--- src/rtl/core/sha1_pkg.sv ---
// SHA-1 engine package: shared types, constants and round functions.
`default_nettype none
package sha1_pkg;
	localparam logic [31:0] INIT0_RST = 32'h67452301;
	localparam logic [31:0] INIT1_RST = 32'hEFCDAB89;
	localparam logic [31:0] INIT2_RST = 32'h98BADCFE;
	localparam logic [31:0] INIT3_RST = 32'h10325476;
	localparam logic [31:0] INIT4_RST = 32'hC3D2E1F0;
	localparam int unsigned CFG_IDX_W = 3;
	localparam int unsigned CFG_DATA_W = 61;
	localparam logic [CFG_IDX_W-1:0] REG_INIT0 = 3'd0;
	localparam logic [CFG_IDX_W-1:0] REG_INIT1 = 3'd1;
	localparam logic [CFG_IDX_W-1:0] REG_INIT2 = 3'd2;
	localparam logic [CFG_IDX_W-1:0] REG_INIT3 = 3'd3;
	localparam logic [CFG_IDX_W-1:0] REG_INIT4 = 3'd4;
	localparam logic [CFG_IDX_W-1:0] REG_PREFIX = 3'd5;
	localparam logic [6:0] LAST_ROUND = 7'd79;

	// datapath command from controller
	typedef struct packed {
		logic start_msg;   // load chain from init, clear counts
		logic put_byte;    // write byte_val at fill position
		logic [7:0] byte_val;
		logic count_byte;  // increment byte total
		logic put_len;     // write length words 14/15
		logic comp_start;  // load round regs from chain
		logic comp_round;  // run one round
		logic comp_fold;   // add round regs into chain
		logic out_shift;   // rotate chain for output
	} sha1_cmd_t;

	typedef struct packed {
		logic [5:0] fill;
		logic [6:0] round;
	} sha1_sts_t;

	function automatic logic [31:0] round_f(input logic [6:0] t, input logic [31:0] b,
			input logic [31:0] c, input logic [31:0] d);
		logic [31:0] r;
		if (t < 7'd20) r = (b & c) | (~b & d);
		else if (t < 7'd40) r = b ^ c ^ d;
		else if (t < 7'd60) r = (b & c) | (b & d) | (c & d);
		else r = b ^ c ^ d;
		return r;
	endfunction

	function automatic logic [31:0] round_k(input logic [6:0] t);
		logic [31:0] r;
		if (t < 7'd20) r = 32'h5A827999;
		else if (t < 7'd40) r = 32'h6ED9EBA1;
		else if (t < 7'd60) r = 32'h8F1BBCDC;
		else r = 32'hCA62C1D6;
		return r;
	endfunction
endpackage
`default_nettype wire

--- src/rtl/core/sha1_datapath.sv ---
// SHA-1 datapath: block store, schedule window, round and chain registers.
`default_nettype none
module sha1_datapath (
	input wire logic clk,
	input wire logic arst_n,
	input wire sha1_pkg::sha1_cmd_t cmd,
	input wire logic [31:0] init_w [5],
	input wire logic [60:0] prefix_bytes,
	output sha1_pkg::sha1_sts_t sts,
	output logic [31:0] out_word
);
	logic [31:0] win_q [16];
	logic [31:0] rr_q [5];
	logic [31:0] ch_q [5];
	logic [60:0] total_q;
	logic [5:0] fill_q;
	logic [6:0] round_q;
	logic [60:0] total_cur;
	logic [5:0] fill_cur;
	logic [54:0] pre_blocks;
	logic [63:0] bits;
	logic [31:0] w_new, w_cur, tmp, wmask, wval;
	logic [1:0] bsel;

	// padded prefix in 64-byte units, ceil((p+9)/64), kept modulo 2^55
	always_comb begin
		logic [61:0] s;
		s = {1'b0, prefix_bytes} + 62'd72;
		pre_blocks = (prefix_bytes != '0) ? s[60:6] : '0;
	end
	assign bits = {total_q, 3'b000} + {pre_blocks, 9'd0};

	// a new message counts from zero in its first transaction
	assign total_cur = cmd.start_msg ? '0 : total_q;
	assign fill_cur = cmd.start_msg ? '0 : fill_q;

	assign w_new = {win_q[13][30:0] ^ win_q[8][30:0] ^ win_q[2][30:0] ^ win_q[0][30:0],
		win_q[13][31] ^ win_q[8][31] ^ win_q[2][31] ^ win_q[0][31]};
	assign w_cur = (round_q < 7'd16) ? win_q[0] : w_new;
	assign tmp = {rr_q[0][26:0], rr_q[0][31:27]} + sha1_pkg::round_f(round_q, rr_q[1],
		rr_q[2], rr_q[3]) + rr_q[4] + w_cur + sha1_pkg::round_k(round_q);
	assign bsel = fill_cur[1:0];
	assign wmask = 32'hFF000000 >> {bsel, 3'b000};
	assign wval = {cmd.byte_val, 24'd0} >> {bsel, 3'b000};

	assign sts.fill = fill_q;
	assign sts.round = round_q;
	assign out_word = ch_q[0];

	always_ff @(posedge clk or negedge arst_n) begin
		if (!arst_n) begin
			total_q <= '0;
			fill_q <= '0;
			round_q <= '0;
			for (int i = 0; i < 5; i++) begin
				rr_q[i] <= '0;
			end
			ch_q[0] <= sha1_pkg::INIT0_RST;
			ch_q[1] <= sha1_pkg::INIT1_RST;
			ch_q[2] <= sha1_pkg::INIT2_RST;
			ch_q[3] <= sha1_pkg::INIT3_RST;
			ch_q[4] <= sha1_pkg::INIT4_RST;
		end else begin
			if (cmd.start_msg) begin
				for (int i = 0; i < 5; i++) begin
					ch_q[i] <= init_w[i];
				end
				total_q <= '0;
				fill_q <= '0;
			end
			if (cmd.count_byte) begin
				total_q <= total_cur + 61'd1;
			end
			if (cmd.put_byte) begin
				fill_q <= fill_cur + 6'd1;
			end
			if (cmd.comp_start) begin
				for (int i = 0; i < 5; i++) begin
					rr_q[i] <= ch_q[i];
				end
				round_q <= '0;
			end
			if (cmd.comp_round) begin
				rr_q[0] <= tmp;
				rr_q[1] <= rr_q[0];
				rr_q[2] <= {rr_q[1][1:0], rr_q[1][31:2]};
				rr_q[3] <= rr_q[2];
				rr_q[4] <= rr_q[3];
				round_q <= round_q + 7'd1;
			end
			if (cmd.comp_fold) begin
				for (int i = 0; i < 5; i++) begin
					ch_q[i] <= ch_q[i] + rr_q[i];
				end
			end
			if (cmd.out_shift) begin
				for (int i = 0; i < 4; i++) begin
					ch_q[i] <= ch_q[i+1];
				end
				ch_q[4] <= ch_q[0];
			end
		end
	end

	// window: written in place at word fill/4 while filling, shifted while rounding
	always_ff @(posedge clk) begin
		if (cmd.put_byte) begin
			if (bsel == 2'd0) win_q[fill_cur[5:2]] <= wval;
			else win_q[fill_cur[5:2]] <= (win_q[fill_cur[5:2]] & ~wmask) | wval;
		end
		if (cmd.put_len) begin
			win_q[14] <= bits[63:32];
			win_q[15] <= bits[31:0];
		end
		if (cmd.comp_round) begin
			for (int i = 0; i < 15; i++) begin
				win_q[i] <= win_q[i+1];
			end
			win_q[15] <= w_cur;
		end
	end
endmodule
`default_nettype wire

--- src/rtl/core/sha1_ctrl.sv ---
// SHA-1 controller: input acceptance, padding, round sequencing, digest output.
`default_nettype none
module sha1_ctrl (
	input wire logic clk,
	input wire logic arst_n,
	input wire logic in_valid,
	output logic in_stall,
	input wire logic [7:0] data_byte,
	input wire logic last_byte,
	input wire logic no_byte,
	output logic out_valid,
	input wire logic out_stall,
	output logic [2:0] word_index,
	output logic last_word,
	input wire sha1_pkg::sha1_sts_t sts,
	output sha1_pkg::sha1_cmd_t cmd
);
	typedef enum logic [2:0] {
		ST_IDLE, ST_MSG, ST_PAD, ST_RUN, ST_FOLD, ST_OUT
	} state_t;
	state_t state_q;
	logic final_q;   // 0x80 pad byte has been placed for this message
	logic pend_last_q, done_q;
	logic acc;

	assign in_stall = !(state_q == ST_IDLE || state_q == ST_MSG);
	assign acc = in_valid && !in_stall;
	assign out_valid = (state_q == ST_OUT);

	always_comb begin
		cmd = '0;
		unique case (state_q)
			ST_IDLE, ST_MSG: begin
				cmd.start_msg = acc && (state_q == ST_IDLE);
				cmd.put_byte = acc && !no_byte;
				cmd.count_byte = acc && !no_byte;
				cmd.byte_val = data_byte;
				cmd.comp_start = acc && !no_byte && (sts.fill == 6'd63);
				if (state_q == ST_IDLE) cmd.comp_start = 1'b0;
			end
			ST_PAD: begin
				if (final_q && sts.fill == 6'd56) begin
					cmd.put_len = 1'b1;
					cmd.comp_start = 1'b1;
				end else begin
					cmd.put_byte = 1'b1;
					cmd.byte_val = final_q ? 8'h00 : 8'h80;
					cmd.comp_start = (sts.fill == 6'd63);
				end
			end
			ST_RUN: cmd.comp_round = 1'b1;
			ST_FOLD: cmd.comp_fold = 1'b1;
			ST_OUT: cmd.out_shift = !out_stall;
			default: cmd = '0;
		endcase
	end

	// final_q in PAD: 0 before the 0x80 byte is placed, 1 after
	always_ff @(posedge clk or negedge arst_n) begin
		if (!arst_n) begin
			state_q <= ST_IDLE;
			final_q <= 1'b0;
			pend_last_q <= 1'b0;
			done_q <= 1'b0;
			word_index <= '0;
			last_word <= 1'b0;
		end else begin
			unique case (state_q)
				ST_IDLE, ST_MSG: begin
					if (acc) begin
						final_q <= 1'b0;
						pend_last_q <= last_byte;
						if (cmd.comp_start) begin
							state_q <= ST_RUN;
						end else if (last_byte) begin
							state_q <= ST_PAD;
						end else begin
							state_q <= ST_MSG;
						end
					end
				end
				ST_PAD: begin
					final_q <= 1'b1;
					if (cmd.put_len) begin
						done_q <= 1'b1;
						state_q <= ST_RUN;
					end else if (cmd.comp_start) begin
						state_q <= ST_RUN;
					end
				end
				ST_RUN: if (sts.round == sha1_pkg::LAST_ROUND) state_q <= ST_FOLD;
				ST_FOLD: begin
					if (done_q) begin
						state_q <= ST_OUT;
						word_index <= '0;
						last_word <= 1'b0;
					end else if (pend_last_q) state_q <= ST_PAD;
					else state_q <= ST_MSG;
				end
				ST_OUT: begin
					if (!out_stall) begin
						word_index <= word_index + 3'd1;
						last_word <= (word_index == 3'd3);
						if (last_word) begin
							state_q <= ST_IDLE;
							done_q <= 1'b0;
							pend_last_q <= 1'b0;
						end
					end
				end
				default: state_q <= ST_IDLE;
			endcase
		end
	end
endmodule
`default_nettype wire

--- src/rtl/core/sha1_hash_engine_unit.sv ---
// SHA-1 engine top level: configuration registers, controller and datapath.
// Bytes are accepted while in_stall is low; a full block then runs 80 rounds and a fold.
// Message end: padding bytes up to offset 56, then the length words, one or two
// compressions, then five digest words, one per cycle while out_stall is low.
// Input stalls during padding, compression and output, as the single round unit is shared.
// Reset: asynchronous; init words to the standard SHA-1 values, prefix zero.
`default_nettype none
module sha1_hash_engine_unit (
	input wire logic clk,
	input wire logic arst_n,
	input wire logic cfg_we,
	input wire logic [sha1_pkg::CFG_IDX_W-1:0] cfg_index,
	input wire logic [sha1_pkg::CFG_DATA_W-1:0] cfg_data,
	input wire logic in_valid,
	output logic in_stall,
	input wire logic [7:0] data_byte,
	input wire logic last_byte,
	input wire logic no_byte,
	output logic out_valid,
	input wire logic out_stall,
	output logic [31:0] digest_word,
	output logic [2:0] word_index,
	output logic last_word
);
	logic [31:0] init_q [5];
	logic [60:0] prefix_q;
	sha1_pkg::sha1_cmd_t cmd;
	sha1_pkg::sha1_sts_t sts;

	always_ff @(posedge clk or negedge arst_n) begin
		if (!arst_n) begin
			init_q[0] <= sha1_pkg::INIT0_RST;
			init_q[1] <= sha1_pkg::INIT1_RST;
			init_q[2] <= sha1_pkg::INIT2_RST;
			init_q[3] <= sha1_pkg::INIT3_RST;
			init_q[4] <= sha1_pkg::INIT4_RST;
			prefix_q <= '0;
		end else if (cfg_we) begin
			unique case (cfg_index)
				sha1_pkg::REG_INIT0: init_q[0] <= cfg_data[31:0];
				sha1_pkg::REG_INIT1: init_q[1] <= cfg_data[31:0];
				sha1_pkg::REG_INIT2: init_q[2] <= cfg_data[31:0];
				sha1_pkg::REG_INIT3: init_q[3] <= cfg_data[31:0];
				sha1_pkg::REG_INIT4: init_q[4] <= cfg_data[31:0];
				sha1_pkg::REG_PREFIX: prefix_q <= cfg_data;
				default: ;
			endcase
		end
	end

	sha1_ctrl u_ctrl (
		.clk(clk), .arst_n(arst_n),
		.in_valid(in_valid), .in_stall(in_stall),
		.data_byte(data_byte), .last_byte(last_byte), .no_byte(no_byte),
		.out_valid(out_valid), .out_stall(out_stall),
		.word_index(word_index), .last_word(last_word),
		.sts(sts), .cmd(cmd)
	);

	sha1_datapath u_dp (
		.clk(clk), .arst_n(arst_n), .cmd(cmd),
		.init_w(init_q), .prefix_bytes(prefix_q),
		.sts(sts), .out_word(digest_word)
	);
endmodule
`default_nettype wire
--- config.mk ---
export PLATFORM = sky130hd
export DESIGN_NAME = sha1_hash_engine_unit
export DESIGN_NICKNAME = d
export VERILOG_FILES = /design/src/rtl/core/sha1_pkg.sv /design/src/rtl/core/sha1_datapath.sv /design/src/rtl/core/sha1_ctrl.sv /design/src/rtl/core/sha1_hash_engine_unit.sv
export SDC_FILE = /design/constraint.sdc
export NUM_CORES = 2
export LEC_CHECK = 0
export BUFFER_PORTS_ARGS = -buffer_cell sky130_fd_sc_hd__buf_2
export CORE_MARGIN = 2
export CORE_UTILIZATION = 60
export CTS_BUF_LIST = sky130_fd_sc_hd__clkbuf_8
export DETAILED_ROUTE_END_ITERATION = 12
export MAX_ROUTING_LAYER = met4
export PLACE_DENSITY_LB_ADDON = 0.2
export SLEW_MARGIN = 20
export SYNTH_ARGS = -nofsm -noshare
export SYNTH_HDL_FRONTEND = slang
export SYNTH_SLANG_ARGS = --single-unit
--- constraint.sdc ---
create_clock -name clk -period 6.88 [get_ports clk]
set_clock_uncertainty 0.15 [all_clocks]
set_input_delay 1.376 -clock clk [delete_from_list [all_inputs] [get_ports clk]]
set_output_delay 1.376 -clock clk [all_outputs]
set_load 0.02 [all_outputs]
Word-level counts from Yosys, hierarchy flattened
Memory sizes are Yosys's and may differ from the RTL's.
Cells that the tools add are included.

word-level totals
  output and inout bits = 38
  word-level logic and storage cells = 195
  flip-flop bits (word level) = 625
  memories = 1
  input bits = 79
  bits in writable memories = 512

operators by class
  shift operators = 2
  order comparisons = 4
  equal/unequal tests = 21
  bitwise gates (word level) = 22
  add/subtract/negate cells = 15
  mux-type cells = 73
  reductions and logical operators = 32

memories
  memory      words  width  rd ports  clocked after Yosys merged registers in  wr ports  line                 RTL
  u_dp.win_q  16     32     17        0                                        16        sha1_datapath.sv:12  logic [31:0] win_q [16];

operators with widths
  operator                                            count
  two-way mux 160 bit                                 5
  two-way mux 32 bit                                  10
  adder 32 bit                                        9
  AND 32 bit                                          5
  OR 32 bit                                           4
  two-way mux 61 bit                                  2
  bitwise XOR 31 bit                                  3
  adder 64 bit                                        1
  inverter 32 bit                                     2
  bitwise XOR 32 bit                                  2
  adder 61 x 1 -> 61 bit, second input constant       1
  adder 61 x 7 -> 61 bit, second input constant       1
  nonzero test 61 bit                                 1
  two-way mux 55 bit                                  1
  OR reduction 32 bit                                 1
  right shift 32 x 5 -> 32 bit                        1
  right shift 32 x 5 -> 32 bit, first input constant  1
  two-way mux 31 bit                                  1
  two-way mux 3 bit                                   10
  two-way mux 1 bit                                   27
  one-hot mux 9 bit (2 select lines)                  1
  == test 3 x 2 -> 1 bit, second input constant       5
  one-hot mux 3 bit (5 select lines)                  1
  < comparator 7 x 5 -> 1 bit, second input constant  2
  other kinds (33)                                    72

Longest topological paths before layout
  word-level depth = 12
  depth in mapped cells = 26
  gate-level depth less buffers = 24

Cells and area by module
Synthesis repeated with hierarchy kept, for this count alone.

unflattened totals
  cell total of the unflattened synthesis = 7,151
  area, all modules = 71,142.0 um^2

modules (own cells, without submodules)
  module                 sequential area each (um^2)  area an instance (um^2)  cells each  times used
  sha1_datapath          25,334.3                     62,000.7                 6,595       1
  sha1_hash_engine_unit  5,630.4                      8,403.1                  473         1
  sha1_ctrl              250.2                        738.2                    83          1

Least setup slack after synthesis
OpenSTA, ideal clock, no wires.

  path type = register to register
  from = register u_dp.round_q[4]
  to = register u_dp.rr_q[156] in the netlist's numbering
  clock period less this slack = 6,256 ps
  setup slack = 624 ps
  setup time = 136 ps
  data required time = 6,594 ps
  path buffers = 2
  stages on the path, launching flop included = 25
  arrival time = 5,971 ps
  cell sequence = dfrtp_1 clkbuf_1 and3_1 a21oi_1 nand2_1 nand2_1 buf_1 nor2_1 nor2_1 fa_1 fa_1 inv_1 fa_1 inv_1 ha_1 a21o_1 a21o_1 a2111oi_0 nor3_1 o221ai_2 o21ai_1 a221oi_1 a21oi_1 a41oi_1 o21ai_0

between the ends
  longest elaborated chain between the ends = 9
  elaborated cells between the ends (all ways) = 16
  classes of those cells = add/sub: 4; order compare: 4; mux: 8

RTL lines
  item                           line                            RTL
  start, declared                sha1_datapath.sv:17             logic [6:0] round_q;
  start signal, assigned         sha1_datapath.sv:89             round_q <= round_q + 7'd1;
  < comparator 7 x 6 -> 1 bit    sha1_pkg.sv:42, sha1_pkg.sv:51
  two-way mux 32 bit             sha1_pkg.sv:42                  else if (t < 7'd60) r = (b & c) | (b & d) | (c & d);
  two-way mux 32 bit             sha1_pkg.sv:41                  else if (t < 7'd40) r = b ^ c ^ d;
  two-way mux 32 bit             sha1_pkg.sv:40                  if (t < 7'd20) r = (b & c) | (~b & d);
  adder 32 bit                   sha1_datapath.sv:40             assign tmp = {rr_q[0][26:0], rr_q[0][31:27]} + sha1_pkg::round_f(round_q, rr_q[1],
  adder 32 bit (2 in a row)      sha1_datapath.sv:41             rr_q[2], rr_q[3]) + rr_q[4] + w_cur + sha1_pkg::round_k(round_q);
  adder 32 bit (*)               sha1_datapath.sv:41
  two-way mux 160 bit (*)        sha1_datapath.sv:83             if (cmd.comp_round) begin
  end signal, assigned by index  sha1_datapath.sv:79             rr_q[i] <= ch_q[i];
  end, declared                  sha1_datapath.sv:13             logic [31:0] rr_q [5];

Mark *: on every way between the ends. The rest lies on a longest branch, timed or not.
A chain may end at the register's enable or synchronous reset.

Worst setup path in the final report
Same ends and word-level chain as after synthesis.

==> results.txt <==
Residual DRC -> 0
Hold Worst Slack -> 238.8 ps
Yosys warnings -> 0
RSZ-0062 raised after global routing -> false
Top sig layer -> met4
Final setup TNS -> 0 ps
Mux cell area share after synthesis -> 5.987%
Setup Buffers After CTS -> 0
Total wire length -> 243.4 mm
CTS Sinks -> 1137
Outcome -> finished, final reports clean
CP required -> 7570 ps
Vias after detailed routing -> 60100
Sequential fraction of the synthesis area -> 43.60%
Routed length on met1 -> 96.79 mm
Clk root buf -> clkbuf_8
Post-synth cell types -> 100
Placer Congestion -> 0.9954
Synth Cell Area -> 0.07160 mm²
Top post-synthesis cells by area -> edfxtp_1 21%, dfrtp_1 16%, a21o_1 5.9%, dfstp_2 5.9%, ha_1 4.9%
Primary FF master, synth -> edfxtp_1
Clock-pin slew on the worst setup and hold paths -> 60 ps
Share of flip-flops with an asynchronous set or reset -> 54.97%
Critical Path AT -> 7220 ps
Initial antenna violation count -> 12
Area grow syn2layout -> 7.845%
Starting DRT DRC Count -> 8172
Post-synthesis simple-gate area fraction -> 11.99%
Max-cap violations -> 0
DIE HEIGHT -> 349.4 µm
Cell count after placement -> 8574
Commonest non-fill, non-tap cell in the layout -> nand2_1
Synthesized Nets -> 7785
Io pins -> 117
Worst Path Max Fanout -> 9
Post-Synth Adder-Cell Area -> 8.406%
Wirelength per Cell -> 27.21 µm
Hold Path Class -> in -> async
Gr ovfl total -> 0
Post-synth EDFFs -> 512
ANT nets after route -> 0
Clock Tree Buf Depth -> 3
Global-route usage over all layers -> 40.77%
Relative slew slack -> 14.03%
Worst skew pair latency -> 950 ps
Avg Cell Area, Syn -> 9.808 µm²
CTS-repair resized insts -> 0
Vias in the first global route -> 57070
Die width -> 349.4 µm
Setup CP Type -> reg -> reg
Synth Area in XOR/XNOR -> 4.856%
Complex-gate fraction of the synthesized area -> 20.93%
Pre-Repair DR Iteration Count -> 7
TritonCTS buffer count -> 194
Final Hold Viols -> 0
Crit start category -> flip-flop
Largest family of logic cells by synthesized area -> compound AO/OA/AOI/OAI gates
Hpwl dp -> 168.6 mm
Minimum clock period -> 6525 ps
Crit end category -> flip-flop
Synth top area share -> 21.47%
CTS Hold Bufs -> 0
Largest net degree at the start of global routing -> 184
Layout cells sized above 1 -> 13.44%
First-pass GRT wire length -> 363.0 mm
#FFs+latches synth -> 1137
Starting Density -> 60.55%
Max Transition Viols Final -> 0
I/O Buffers -> 116
Most frequent cells in the layout -> 796 x nand2_1, 583 x nor2_1, 561 x a21o_1
CORE AREA -> 0.1182 mm²
Final setup fails -> 0
Final net count -> 7719
DR WL met3 -> 28.28 mm
Max Freq -> 153.3 MHz
Row count -> 126
Die area -> 0.1221 mm²
Final period util -> 94.84%
Synth area leader -> edfxtp_1
CTS H-tree lvls -> 4
Actual slew at the worst max-slew pin -> 1276 ps
Routed vias/inst -> 6.719
CTS tree -> built
Final std cells w/o fill -> 8945
Syn Inst Count -> 7300
Metal2 WL -> 105.7 mm
Final core occ -> 65.30%
-- stage by stage --
step / cell area, µm² / setup WS, ps
after CTS: 77160 / 406.1
final: 77220 / 355.1
after floorplan: 71600 / 623.7
after global placement: 73390 / 505.1
after detailed placement: 73400 / 445.7
after global routing: 77210 / 73.82
-- critical path: stages (launching register included) --
cell       delay [ps]
dfrtp_1           470
and3_1            230
a21oi_1           190
nand2_1           130
nand2_1           320
buf_4             230
nor2_1             50
a211oi_1          450
fa_1              500
inv_1              80
fa_1              440
fa_1              520
inv_1              40
ha_1              200
a21o_1            180
a21o_1            200
a2111oi_0         490
buf_4             200
nor3_1             90
o221ai_2          260
o21ai_1           210
a221oi_1          340
buf_4             190
a41oi_1           100
o21ai_0           150
-- layout make-up --
class,count,area (µm²)
multi-input cells,5427,37710
well taps,1536,1922
diodes,13,32.53
clock buffers,220,3028
inverters,254,953.4
repair buffers,220,1609
flip-flops and latches,1137,31230
fillers,9595,41020
clock inverters,138,735.7
-- final timing paths --
check                                             from                         end  slack, ps  cells past startpoint
max                        u_dp.round_q[4]$_DFFE_PN0P_  u_dp.rr_q[156]$_DFFE_PN0P_        360                     24
min                                             arst_n   u_dp.ch_q[93]$_DFFE_PN0P_        240                      1
max reg2reg                u_dp.round_q[4]$_DFFE_PN0P_  u_dp.rr_q[156]$_DFFE_PN0P_        360                     24
min reg2reg                  u_dp.ch_q[69]$_DFFE_PN1P_   u_dp.ch_q[69]$_DFFE_PN1P_        350                      2
max in group asynchronous                       arst_n       init_q[9]$_DFFE_PN0P_       4890                      2
min in group clk             u_dp.ch_q[69]$_DFFE_PN1P_   u_dp.ch_q[69]$_DFFE_PN1P_        350                      2
-- logic make-up after synthesis --
group | Yosys count
AOI/OAI and AO/OA | 2305
xor gates and xnor gates | 397
adders and majority gates | 406
buffers and inverters | 736
DFF | 1137
muxes | 378
and+or+nand+nor | 1941
-- routing by layer --
layer	track usage [%]	vias up
li1	-	26350
met1	55.09	29550
met2	58.22	3610
met3	9.206	591
met4	19.58	0
met5	-	-
-- flip-flops by register name, summed over array words and instances, names as in the netlist --
signal	count
init_q	160
prefix_q	61
u_ctrl.done_q	1
u_ctrl.final_q	1
u_ctrl.last_word	1
u_ctrl.pend_last_q	1
u_ctrl.state_q	3
u_ctrl.word_index	3
u_dp.ch_q	128
u_dp.fill_q	6
u_dp.out_word	32
u_dp.round_q	7
u_dp.rr_q	160
u_dp.total_q	61
u_dp.win_q	512
-- Yosys cell counts (16+ instances only) --
library cell    n
a211oi_1       40
a21o_1        561
a21oi_1       523
a221o_1        19
a221oi_1       28
a22oi_1        26
a31oi_1       197
and2_1         31
and3_1         39
buf_1          47
buf_2          84
buf_4          41
clkbuf_1      309
dfrtp_1       465
dfstp_2       160
edfxtp_1      512
fa_1          125
ha_1          281
inv_1         254
mux2_2        242
mux2i_1       120
mux4_2         16
nand2_1       799
nand2b_1       40
nand3_1       127
nand4_1        42
nor2_1        589
nor2b_1        79
nor3_1         69
nor4_1         21
o211ai_1       70
o21a_1         22
o21ai_0       407
o21ai_1        20
o21bai_1       32
o221ai_1       37
o22ai_1       127
o31ai_1        21
or3_1          39
xnor2_1       255
xor2_1        142
Power is left out: the tool's default activity adds up to more than one toggle a clock period on the data nets, which glitch-free logic cannot reach.
